File: src/design/fat_cluster_chain_walker_top_assert.svh
`ifndef FAT_CLUSTER_CHAIN_WALKER_TOP_ASSERT_SVH
`define FAT_CLUSTER_CHAIN_WALKER_TOP_ASSERT_SVH
`ifndef SYNTHESIS
`define FCCW_ASSERT_IMPLY(label, clk, rst, ante, cons, msg) \
   label: assert property (@(posedge clk) disable iff (rst) (ante) |-> (cons)) \
      else $error(msg);
`define FCCW_ASSERT_NEVER(label, clk, rst, cond, msg) \
   label: assert property (@(posedge clk) disable iff (rst) !(cond)) else $error(msg);
`else
`define FCCW_ASSERT_IMPLY(label, clk, rst, ante, cons, msg)
`define FCCW_ASSERT_NEVER(label, clk, rst, cond, msg)
`endif
`endif

File: src/design/fccw_pkg.sv
package fccw_pkg;

   localparam int TABLE_ENTRIES_DEFAULT = 4096;
   localparam int MAX_CHAIN_DEFAULT     = 64;

   localparam int CLUSTER_W   = 16;
   localparam int ADDR_W      = 37;
   localparam int CSR_DATA_W  = 16;
   localparam int CSR_INDEX_W = 3;

   localparam logic [CLUSTER_W-1:0] END_MARK   = 16'hFFF8;
   localparam logic [CLUSTER_W-1:0] FIRST_DATA = 16'd2;

   localparam logic [15:0] RESERVED_SECTORS_RESET    = 16'd1;
   localparam logic [7:0]  TABLE_COPIES_RESET        = 8'd2;
   localparam logic [15:0] TABLE_SECTORS_RESET       = 16'd32;
   localparam logic [12:0] BYTES_PER_SECTOR_RESET    = 13'd512;
   localparam logic [7:0]  SECTORS_PER_CLUSTER_RESET = 8'd4;
   localparam logic [15:0] ROOT_ENTRY_COUNT_RESET    = 16'd512;

   typedef enum logic {
      CMD_LOAD = 1'b0,
      CMD_WALK = 1'b1
   } command_type;

   typedef enum logic [CSR_INDEX_W-1:0] {
      CSR_RESERVED_SECTORS    = 3'd0,
      CSR_TABLE_COPIES        = 3'd1,
      CSR_TABLE_SECTORS       = 3'd2,
      CSR_BYTES_PER_SECTOR    = 3'd3,
      CSR_SECTORS_PER_CLUSTER = 3'd4,
      CSR_ROOT_ENTRY_COUNT    = 3'd5
   } csr_index_type;

   typedef enum logic [2:0] {
      ST_IDLE,
      ST_BASE_A,
      ST_BASE_B,
      ST_BASE_C,
      ST_LOOK,
      ST_MUL,
      ST_ADD
   } state_type;

   typedef struct packed {
      logic load_entry;
      logic start_walk;
      logic base_a;
      logic base_b;
      logic base_c;
      logic look;
      logic mul;
      logic emit_good;
      logic emit_bad;
      logic advance;
   } ctrl_cmd_type;

   typedef struct packed {
      logic start_end;
      logic cur_end;
      logic cur_bad;
      logic res_last;
      logic out_free;
   } ctrl_status_type;

endpackage

File: src/design/fccw_controller.sv
module fccw_controller (
   input  logic                     clock,
   input  logic                     reset,
   input  logic                     req_valid,
   input  logic                     req_command,
   output logic                     req_ready,
   output fccw_pkg::ctrl_cmd_type    cmd,
   input  fccw_pkg::ctrl_status_type status
);
   import fccw_pkg::*;

   state_type state_ff;
   state_type state_in;

   always_ff @(posedge clock) begin
      if (reset) begin
         state_ff <= ST_IDLE;
      end else begin
         state_ff <= state_in;
      end
   end

   always_comb begin
      state_in  = state_ff;
      cmd       = '0;
      req_ready = 1'b0;
      unique case (state_ff)
         ST_IDLE: begin
            req_ready = 1'b1;
            if (req_valid) begin
               if (req_command == CMD_LOAD) begin
                  cmd.load_entry = 1'b1;
               end else begin
                  cmd.start_walk = 1'b1;
                  if (!status.start_end) begin
                     state_in = ST_BASE_A;
                  end
               end
            end
         end
         ST_BASE_A: begin
            cmd.base_a = 1'b1;
            state_in   = ST_BASE_B;
         end
         ST_BASE_B: begin
            cmd.base_b = 1'b1;
            state_in   = ST_BASE_C;
         end
         ST_BASE_C: begin
            cmd.base_c = 1'b1;
            state_in   = ST_LOOK;
         end
         ST_LOOK: begin
            if (status.cur_end) begin
               state_in = ST_IDLE;
            end else if (status.cur_bad) begin
               if (status.out_free) begin
                  cmd.emit_bad = 1'b1;
                  state_in     = ST_IDLE;
               end
            end else begin
               cmd.look = 1'b1;
               state_in = ST_MUL;
            end
         end
         ST_MUL: begin
            cmd.mul  = 1'b1;
            state_in = ST_ADD;
         end
         ST_ADD: begin
            if (status.out_free) begin
               cmd.emit_good = 1'b1;
               cmd.advance   = 1'b1;
               if (status.res_last) begin
                  state_in = ST_IDLE;
               end else begin
                  state_in = ST_LOOK;
               end
            end
         end
         default: begin
            state_in = ST_IDLE;
         end
      endcase
   end

endmodule

File: config.mk
export PLATFORM = sky130hd
export DESIGN_NAME = fccw_controller
export DESIGN_NICKNAME = d
export VERILOG_FILES = /design/src/design/fat_cluster_chain_walker_top_assert.svh /design/src/design/fccw_pkg.sv /design/src/design/fccw_controller.sv
export SDC_FILE = /design/constraint.sdc
export NUM_CORES = 1
export LEC_CHECK = 0
export ABC_AREA = 1
export BUFFER_PORTS_ARGS = -buffer_cell sky130_fd_sc_hd__buf_4
export CAP_MARGIN = 25
export CORE_AREA = 2 2 39 41
export CTS_CLUSTER_DIAMETER = 200
export DETAILED_ROUTE_END_ITERATION = 10
export DIE_AREA = 0 0 41 43
export PLACE_DENSITY = 0.51
export SLEW_MARGIN = 20
export SYNTH_ARGS = -nofsm -noshare
export SYNTH_HDL_FRONTEND = slang
export SYNTH_SLANG_ARGS = --single-unit
File: constraint.sdc
create_clock -name clock -period 1.5 [get_ports clock]
set_clock_uncertainty 0.15 [all_clocks]
set_input_delay 0.3 -clock clock [delete_from_list [all_inputs] [get_ports clock]]
set_output_delay 0.3 -clock clock [all_outputs]
set_load 0.05 [all_outputs]
; Yosys cells after proc, flatten, opt, wreduce, memory -nomap -nowiden
; Index checks and enable logic that the tools add are counted.
[word_totals]
output_inout_bits = 11
word_cells = 40
reg_bits = 3
[classes]
n_eq_ne = 11
n_mux = 26
reduce_logical = 2
[op_table]
columns = op, n
row1 = 3-bit 2-to-1 mux, 8
row2 = 3-bit case mux with 7 select lines, 1
row3 = 1-bit 2-to-1 mux, 15
row4 = 3-bit equality test (second input constant), 3
row5 = 2-bit != test (second input constant), 4
row6 = 3-bit by 2-bit equality test with 1-bit output (second input constant), 2
row7 = 5-bit AND reduction, 1
row8 = 2-bit 2-to-1 mux, 2
row9 = 4-bit != test (second input constant), 1
row10 = 3-bit by 1-bit equality test with 1-bit output (second input constant), 1
row11 = 3-bit zero test, 1

; Logic depth before layout (Yosys ltp)
; Gate-level depths: netlist of the first run.
[logic_depth]
depth_word = 4
ltp_mapped = 7
ltp_nobuf = 7

; Worst setup path before layout of the first run
; No wires, ideal clock.
[synth_timing]
kind = flip-flop to output port
startpoint = reg state_ff[2]
endpoint = out cmd[2] in the netlist's numbering
required_time_ps = 1050
arrival_time_ps = 2027
path_slack_ps = -977
path_stages_with_launch = 4
path_cell_list = dfxtp_1 > inv_2 > nor3_1 > buf_4
[synth_rtl]
columns = item, line_no
row1 = from (decl), fccw_controller.sv:12  ; state_type state_ff;
row2 = from (signal assigned), fccw_controller.sv:19  ; state_ff <= state_in;
row3 = to (decl), fccw_controller.sv:7  ; output fccw_pkg::ctrl_cmd_type cmd,

==> summary.md, run 1 <==
| Metric | Value |
|---|---|
| Power Density | `2054 nW/um2` |
| Slew headroom | `0.8558` |
| Vias in the first global route | `394` |
| Initial antenna violation count | `0` |
| Clock Tree Root | `clkbuf_4` |
| RePlAce Congestion | `0.6642` |
| Biggest regs | `state_ff: 3 flops` |
| CTS hold repair buffers | `0` |
| Failing checks | `negative setup slack` |
| Crit path max-delay cell type | `dfxtp_4` |
| Largest net degree at the start of global routing | `8` |
| First-pass GRT wire length | `1524 um` |
| Mapped Area | `299.0 um2` |
| RSZ-0062 raised after global routing | `true` |
| Via-to-Cell Ratio | `4.290` |
| Leakage | `0.3305 nW` |
| Htree depth | `1` |
| Post-Layout Cell Count | `93` |
| Fin. Hold Viols | `0` |
| Cell family with most CP delay | `flip-flops` |
| Layout area overhead | `109.6%` |
| Clk sink count | `3` |
| Maximum Capacitance Violations | `0` |
| Max Transition Viols Final | `0` |
| IO Pins | `20` |
| Worst-margin pin slew | `0.2160 ns` |
| Die area | `1763 um2` |
| Syn_nets | `61` |
| Clk Latency, worst-skew pair | `0.23 ns` |
| Fraction of layout cells with a size suffix above 1 | `0.5714` |
| Cts bufs inserted | `3` |
| Worst path arrival time | `1.14 ns` |
| Status | `finished, violations left` |
| Worst IR Drop VDD | `0.8788 mV` |
| WL final | `874 um` |
| Worst setup SP type | `register` |
| Antenna fix cells | `0` |
| WL/cell | `9.398 um` |
| Syn_area_per_cell | `5.751 um2` |
| DRT iter0 DRCs | `1` |
| Clock transition at path regs | `0.04 ns` |
| Placed cells | `88` |
| Gate Count Post-Synth | `52` |
| CP max FO | `7` |
| Worst hold slack | `0.08573 ns` |
| Crit path kind | `reg -> out` |
| Setup ws final | `-0.09061 ns` |
| Fmax | `0.6287 GHz` |
| Die X | `41 um` |
| Critical Path Sink Type | `output port` |
| Synth Register Bits | `3` |
| Core area | `1384 um2` |
| Initial DRT Pass Iterations | `4` |
| CTS tree | `yes` |
| Cell Chain, Critical Path | `nor2_4, nand2_4, nor3_4, buf_6` |
| Nets | `87` |
| Worst hold path class | `in -> reg` |
| Buffers & Inverters on Critical Path | `1` |
| Antenna Nets Post-Route | `0` |
| Std cell rows | `14` |
| Port bufs | `19` |
| YS warnings | `0` |
| Post-route DRC | `0` |
| Starting Density | `0.2161` |
| Post-synthesis sequential area ratio | `0.2008` |
| Setup-failing EPs final | `9` |
| Post-synth cell types | `14` |
| Setup_tns | `-0.4768 ns` |
| CTS max path bufs | `2` |
| Total grt overflow | `0` |
| Slowest stage delay, CP | `0.37 ns` |
| Vert. Die Dim | `43 um` |
| Max FFs per register | `3` |
| Vias | `399` |
| Worst EP required | `1.05 ns` |
| Min Tclk post-route | `1.591 ns` |
| Fin crit share | `1.060` |
| Post-DP HPWL | `718.8 um` |
| GRT Util Overall | `0.1255` |
| Register name with the most flops | `state_ff` |
-- layout make-up --
cell class / count / area (um2)
clock buffers: 4 / 26.28
fillers: 161 / 757.0
inverters: 13 / 53.80
multi-input cells: 35 / 242.7
flip-flops and latches: 3 / 66.31
well taps: 16 / 20.02
repair buffers: 22 / 217.7
-- final timing paths --
| path | from | endpoint | slack (ns) | depth (start not counted) |
|---|---|---|---|---|
| worst max-delay path | state_ff[1]$_SDFFE_PP0P_ | cmd[9] | -0.09 | 4 |
| worst min-delay path | reset | state_ff[0]$_SDFFE_PP0P_ | 0.09 | 2 |
| worst max register to register | state_ff[0]$_SDFFE_PP0P_ | state_ff[2]$_SDFFE_PP0P_ | 0.19 | 7 |
| worst min register to register | state_ff[0]$_SDFFE_PP0P_ | state_ff[0]$_SDFFE_PP0P_ | 0.47 | 3 |
-- synthesized netlist by cell type --
master   number  area [um2]
a21oi_1       1       5.000
nor3_2        1       10.01
nand4_1       4       25.02
inv_2         1       3.750
nor2_4        2       22.52
nor2_1        8       30.03
nand3_2       1       10.01
inv_1        12       45.04
nand3_1       5       25.02
dfxtp_1       3       60.06
buf_4         1       7.510
nand2_1       8       30.03
o21ai_0       2       10.01
nor3_1        3       15.01
-- per-stage QoR --
stage | power [mW] | setup slack [ns] | utilization | cell area [um2]
after floorplan | 0.7736 | -0.2051 | - | 349.1
after global placement | 1.004 | 0.08294 | 0.3725 | 515.5
after detailed placement | 1.008 | 0.06533 | 0.3725 | 515.5
after CTS | 1.287 | -0.1060 | 0.4458 | 616.8
after global routing | 1.374 | -0.1577 | 0.4530 | 626.9
final | 1.288 | -0.09061 | 0.4530 | 626.9
-- placed cells by master, fill, tap and decap left out, types with 2 or more instances in the layout --
cell      count
nand3_2       2
nand3_1       4
nor2_1        5
inv_2         2
o21ai_0       2
nor3_2        2
nand4_1       4
nand2_1       6
buf_6         8
buf_4        11
buf_8         3
inv_1        10
nor2_4        4
dfxtp_2       2
nor3_4        2
clkbuf_4      3
-- layer usage --
metal	vias to the layer above	routed length [um]	track usage
met1	170	407	0.1576
li1	217	-	-
met2	10	418	0.1813
met3	2	44	0.04712
met4	0	4	0.06000
met5	-	0	0
-- where the power goes --
part / internal (mW) / leakage (nW) / switching [mW]
sequential: 0.125 / 0.0261 / 0.0568
clock: 0.0997 / 0.0150 / 0.0417
combinational: 0.352 / 0.289 / 0.613
-- cells by family (layout without fill, tap and decap cells) --
kind of cell	after synthesis	in the layout	synth area share
buffers and inverters	14	39	0.1883
AO/OA/AOI/OAI	3	3	0.05019
flip-flops	3	3	0.2008
AND/OR/NAND/NOR	32	32	0.5606
-- repair_timing --
action                                  4_1_cts  5_1_grt
gates resized for setup                      20        3
endpoints found under the hold margin         0        0
pin swaps                                     6        1
setup buffers                                 1        0
endpoints found under the setup margin       11       11
(Power assumes the default switching activity.)
==> inputs of run 2 (changes only) <==
--- a/config.mk
+++ b/config.mk
@@ -13,6 +13,7 @@
 export DETAILED_ROUTE_END_ITERATION = 10
 export DIE_AREA = 0 0 41 43
 export PLACE_DENSITY = 0.51
+export SETUP_SLACK_MARGIN = 0.15
 export SLEW_MARGIN = 20
 export SYNTH_ARGS = -nofsm -noshare
 export SYNTH_HDL_FRONTEND = slang
==> summary.md, run 2 (synthesis gave the netlist of run 1 again) <==
| Metric | Value |
|---|---|
| Status | `finished, violations left` |
| Failing checks | `negative setup slack` |
| Setup_tns | `-0.6264 ns (-0.1496 ns)` |
| Layout area overhead | `119.7%` |
| Power Density | `2075 nW/um2 (+1.0%)` |
| Largest net degree at the start of global routing | `8 (unchanged)` |
| Nets | `89 (+2.3%)` |
| FF-to-FF setup slack | `0.19 ns (about the same)` |
| Post-Layout Cell Count | `95 (+2.2%)` |
| Worst hold path class | `in -> reg` |
| Worst hold slack | `0.09035 ns (+0.004615 ns)` |
| Worst path arrival time | `1.15 ns (about the same)` |
| Most common cell after layout, fill and taps aside | `buf_4` |
| Antenna fix cells | `0 (unchanged)` |
| Post-route DRC | `0 (unchanged)` |
| Max Transition Viols Final | `0 (unchanged)` |
| Maximum Capacitance Violations | `0 (unchanged)` |
| Worst setup SP type | `register` |
| Slowest stage delay, CP | `0.36 ns (about the same)` |
| Setup ws final | `-0.1030 ns (-0.01242 ns)` |
| CP max FO | `5 (-2)` |
| Initial antenna violation count | `0 (unchanged)` |
| Worst IR Drop VDD | `0.8816 mV (+0.31%)` |
| Clock Tree Root | `clkbuf_4` |
| Final Util | `0.4747 (+0.02170)` |
| Hold Crit Endpoint | `state_ff[1]$_SDFFE_PP0P_` |
| Fmax | `0.6238 GHz (-0.77%)` |
| Hold Crit Depth | `2 (unchanged)` |
| Leakage | `0.3197 nW (-3.3%)` |
| Vias | `409 (+2.5%)` |
| First-pass GRT wire length | `1428 um (-6.3%)` |
| Fin crit share | `1.069 (+0.008280)` |
| R2R cell count | `6 (-1)` |
| Buffers & Inverters on Critical Path | `1 (unchanged)` |
| Min Tclk post-route | `1.603 ns (+0.01242 ns)` |
| Most frequent cells in the layout | `buf_4, buf_6, inv_1` |
| Tot Pwr | `1.363 mW (+5.8%)` |
| Setup-failing EPs final | `11 (+2)` |
| Initial DRT Pass Iterations | `4 (unchanged)` |
| FF-to-FF End | `state_ff[0]$_SDFFE_PP0P_` |
| Antenna Nets Post-Route | `0 (unchanged)` |
| Die area | `1763 um2 (unchanged)` |
| Total grt overflow | `0 (unchanged)` |
| Finished Cell Area | `656.9 um2 (+4.8%)` |
| Die X | `41 um (unchanged)` |
| Std cell rows | `14 (unchanged)` |
| Clk sink count | `3 (unchanged)` |
| Vias in the first global route | `368 (-6.6%)` |
| Fraction of layout cells with a size suffix above 1 | `0.6329 (+0.06148)` |
| Crit path kind | `reg -> out` |
| GRT Util Overall | `0.1216 (-0.003894)` |
| Cell Chain, Critical Path | `nor2_4, nand2_4, nor3_4, buf_6` |
| CTS max path bufs | `2 (unchanged)` |
| Htree depth | `1 (unchanged)` |
| Clk Latency, worst-skew pair | `0.23 ns (about the same)` |
| Vert. Die Dim | `43 um (unchanged)` |
| Worst-margin pin slew | `0.2068 ns (-0.009239 ns)` |
| Post-DP Area | `554.3 um2 (+7.5%)` |
| Critical Path Sink Type | `output port` |
| HP Start | `reset` |
| Clock transition at path regs | `0.04 ns (about the same)` |
| Crit path max-delay cell type | `dfxtp_4` |
| Worst EP required | `1.05 ns (about the same)` |
| Slew headroom | `0.8620 (+0.006166)` |
| FF-to-FF Start | `state_ff[1]$_SDFFE_PP0P_` |
| Post-DP HPWL | `711.7 um (-0.99%)` |
| # fillers | `152 (-5.6%)` |
| Cell family with most CP delay | `simple AND/OR/NAND/NOR gates` |
| Starting Density | `0.2161 (unchanged)` |
| Cts bufs inserted | `3 (unchanged)` |
| Biggest regs | `state_ff: 3 flops` |
| Via-to-Cell Ratio | `4.305 (+0.35%)` |
| DRT iter0 DRCs | `7 (+6)` |
| Port bufs | `19 (unchanged)` |
| RePlAce Congestion | `0.6929 (+4.3%)` |
| WL/cell | `9.495 um (+1.0%)` |
| Place WS | `0.03723 ns (-0.02810 ns)` |
| Register name with the most flops | `state_ff` |
| RSZ-0062 raised after global routing | `true` |
| CTS tree | `yes` |
| Fin. Hold Viols | `0 (unchanged)` |
| CTS hold repair buffers | `0 (unchanged)` |
| Core area | `1384 um2 (unchanged)` |
| Multi-input gate area | `247.7 um2 (+2.1%)` |
| IO Pins | `20 (unchanged)` |
| Placed cells | `89 (+1.1%)` |
| WL final | `902 um (+3.2%)` |
| Reg area | `68.82 um2 (+3.8%)` |
| Max FFs per register | `3 (unchanged)` |
## run 2: area by class of cell
class	instances	share of cell area
Multi-Input combinational cell	35	0.3771
Timing Repair Buffer	24	0.3486
Sequential cell	3	0.1048
Inverter	13	0.09905
Clock buffer	4	0.04000
Tap cell	16	0.03048
## run 2: how the worst max path moves through the flow
| stage | from | end | slack (ns) | cells past startpoint |
|---|---|---|---|---|
| 6_report | state_ff[1]$_SDFFE_PP0P_ | cmd[9] | -0.10 | 4 |
| 5_1_grt | state_ff[0]$_SDFFE_PP0P_ | cmd[9] | -0.15 | 4 |
| 4_1_cts | state_ff[1]$_SDFFE_PP0P_ | cmd[9] | -0.13 | 4 |
| 3_5_place_dp | state_ff[1]$_SDFFE_PP0P_ | cmd[9] | 0.04 | 4 |
| 3_3_place_gp | state_ff[1]$_SDFFE_PP0P_ | cmd[9] | 0.04 | 4 |
| 2_1_floorplan | state_ff[0]$_SDFFE_PP0P_ | cmd[2] | -0.18 | 4 |
## run 2: layer usage
metal / share of wire / wire length (um) / vias up / GRT usage
li1: - / - / 218 / -
met1: 0.37 / 338 / 173 / 0.1355
met2: 0.53 / 479 / 16 / 0.1906
met3: 0.070 / 63 / 2 / 0.01571
met4: 0.022 / 20 / 0 / 0.1000
met5: 0 / 0 / - / 0
## run 2: what timing repair did
| item | 4_1_cts | 5_1_grt |
|---|---|---|
| buffers inserted | 1 | 1 |
| gates resized for setup | 15 | 4 |
| endpoints found under the setup margin | 12 | 13 |
| pin swaps | 5 | 3 |
## run 2: power by group
part / internal (mW) / switching [mW] / total [mW]
Combinational: 0.391 / 0.647 / 1.04
Sequential: 0.130 / 0.0560 / 0.186
Clock: 0.0995 / 0.0386 / 0.138
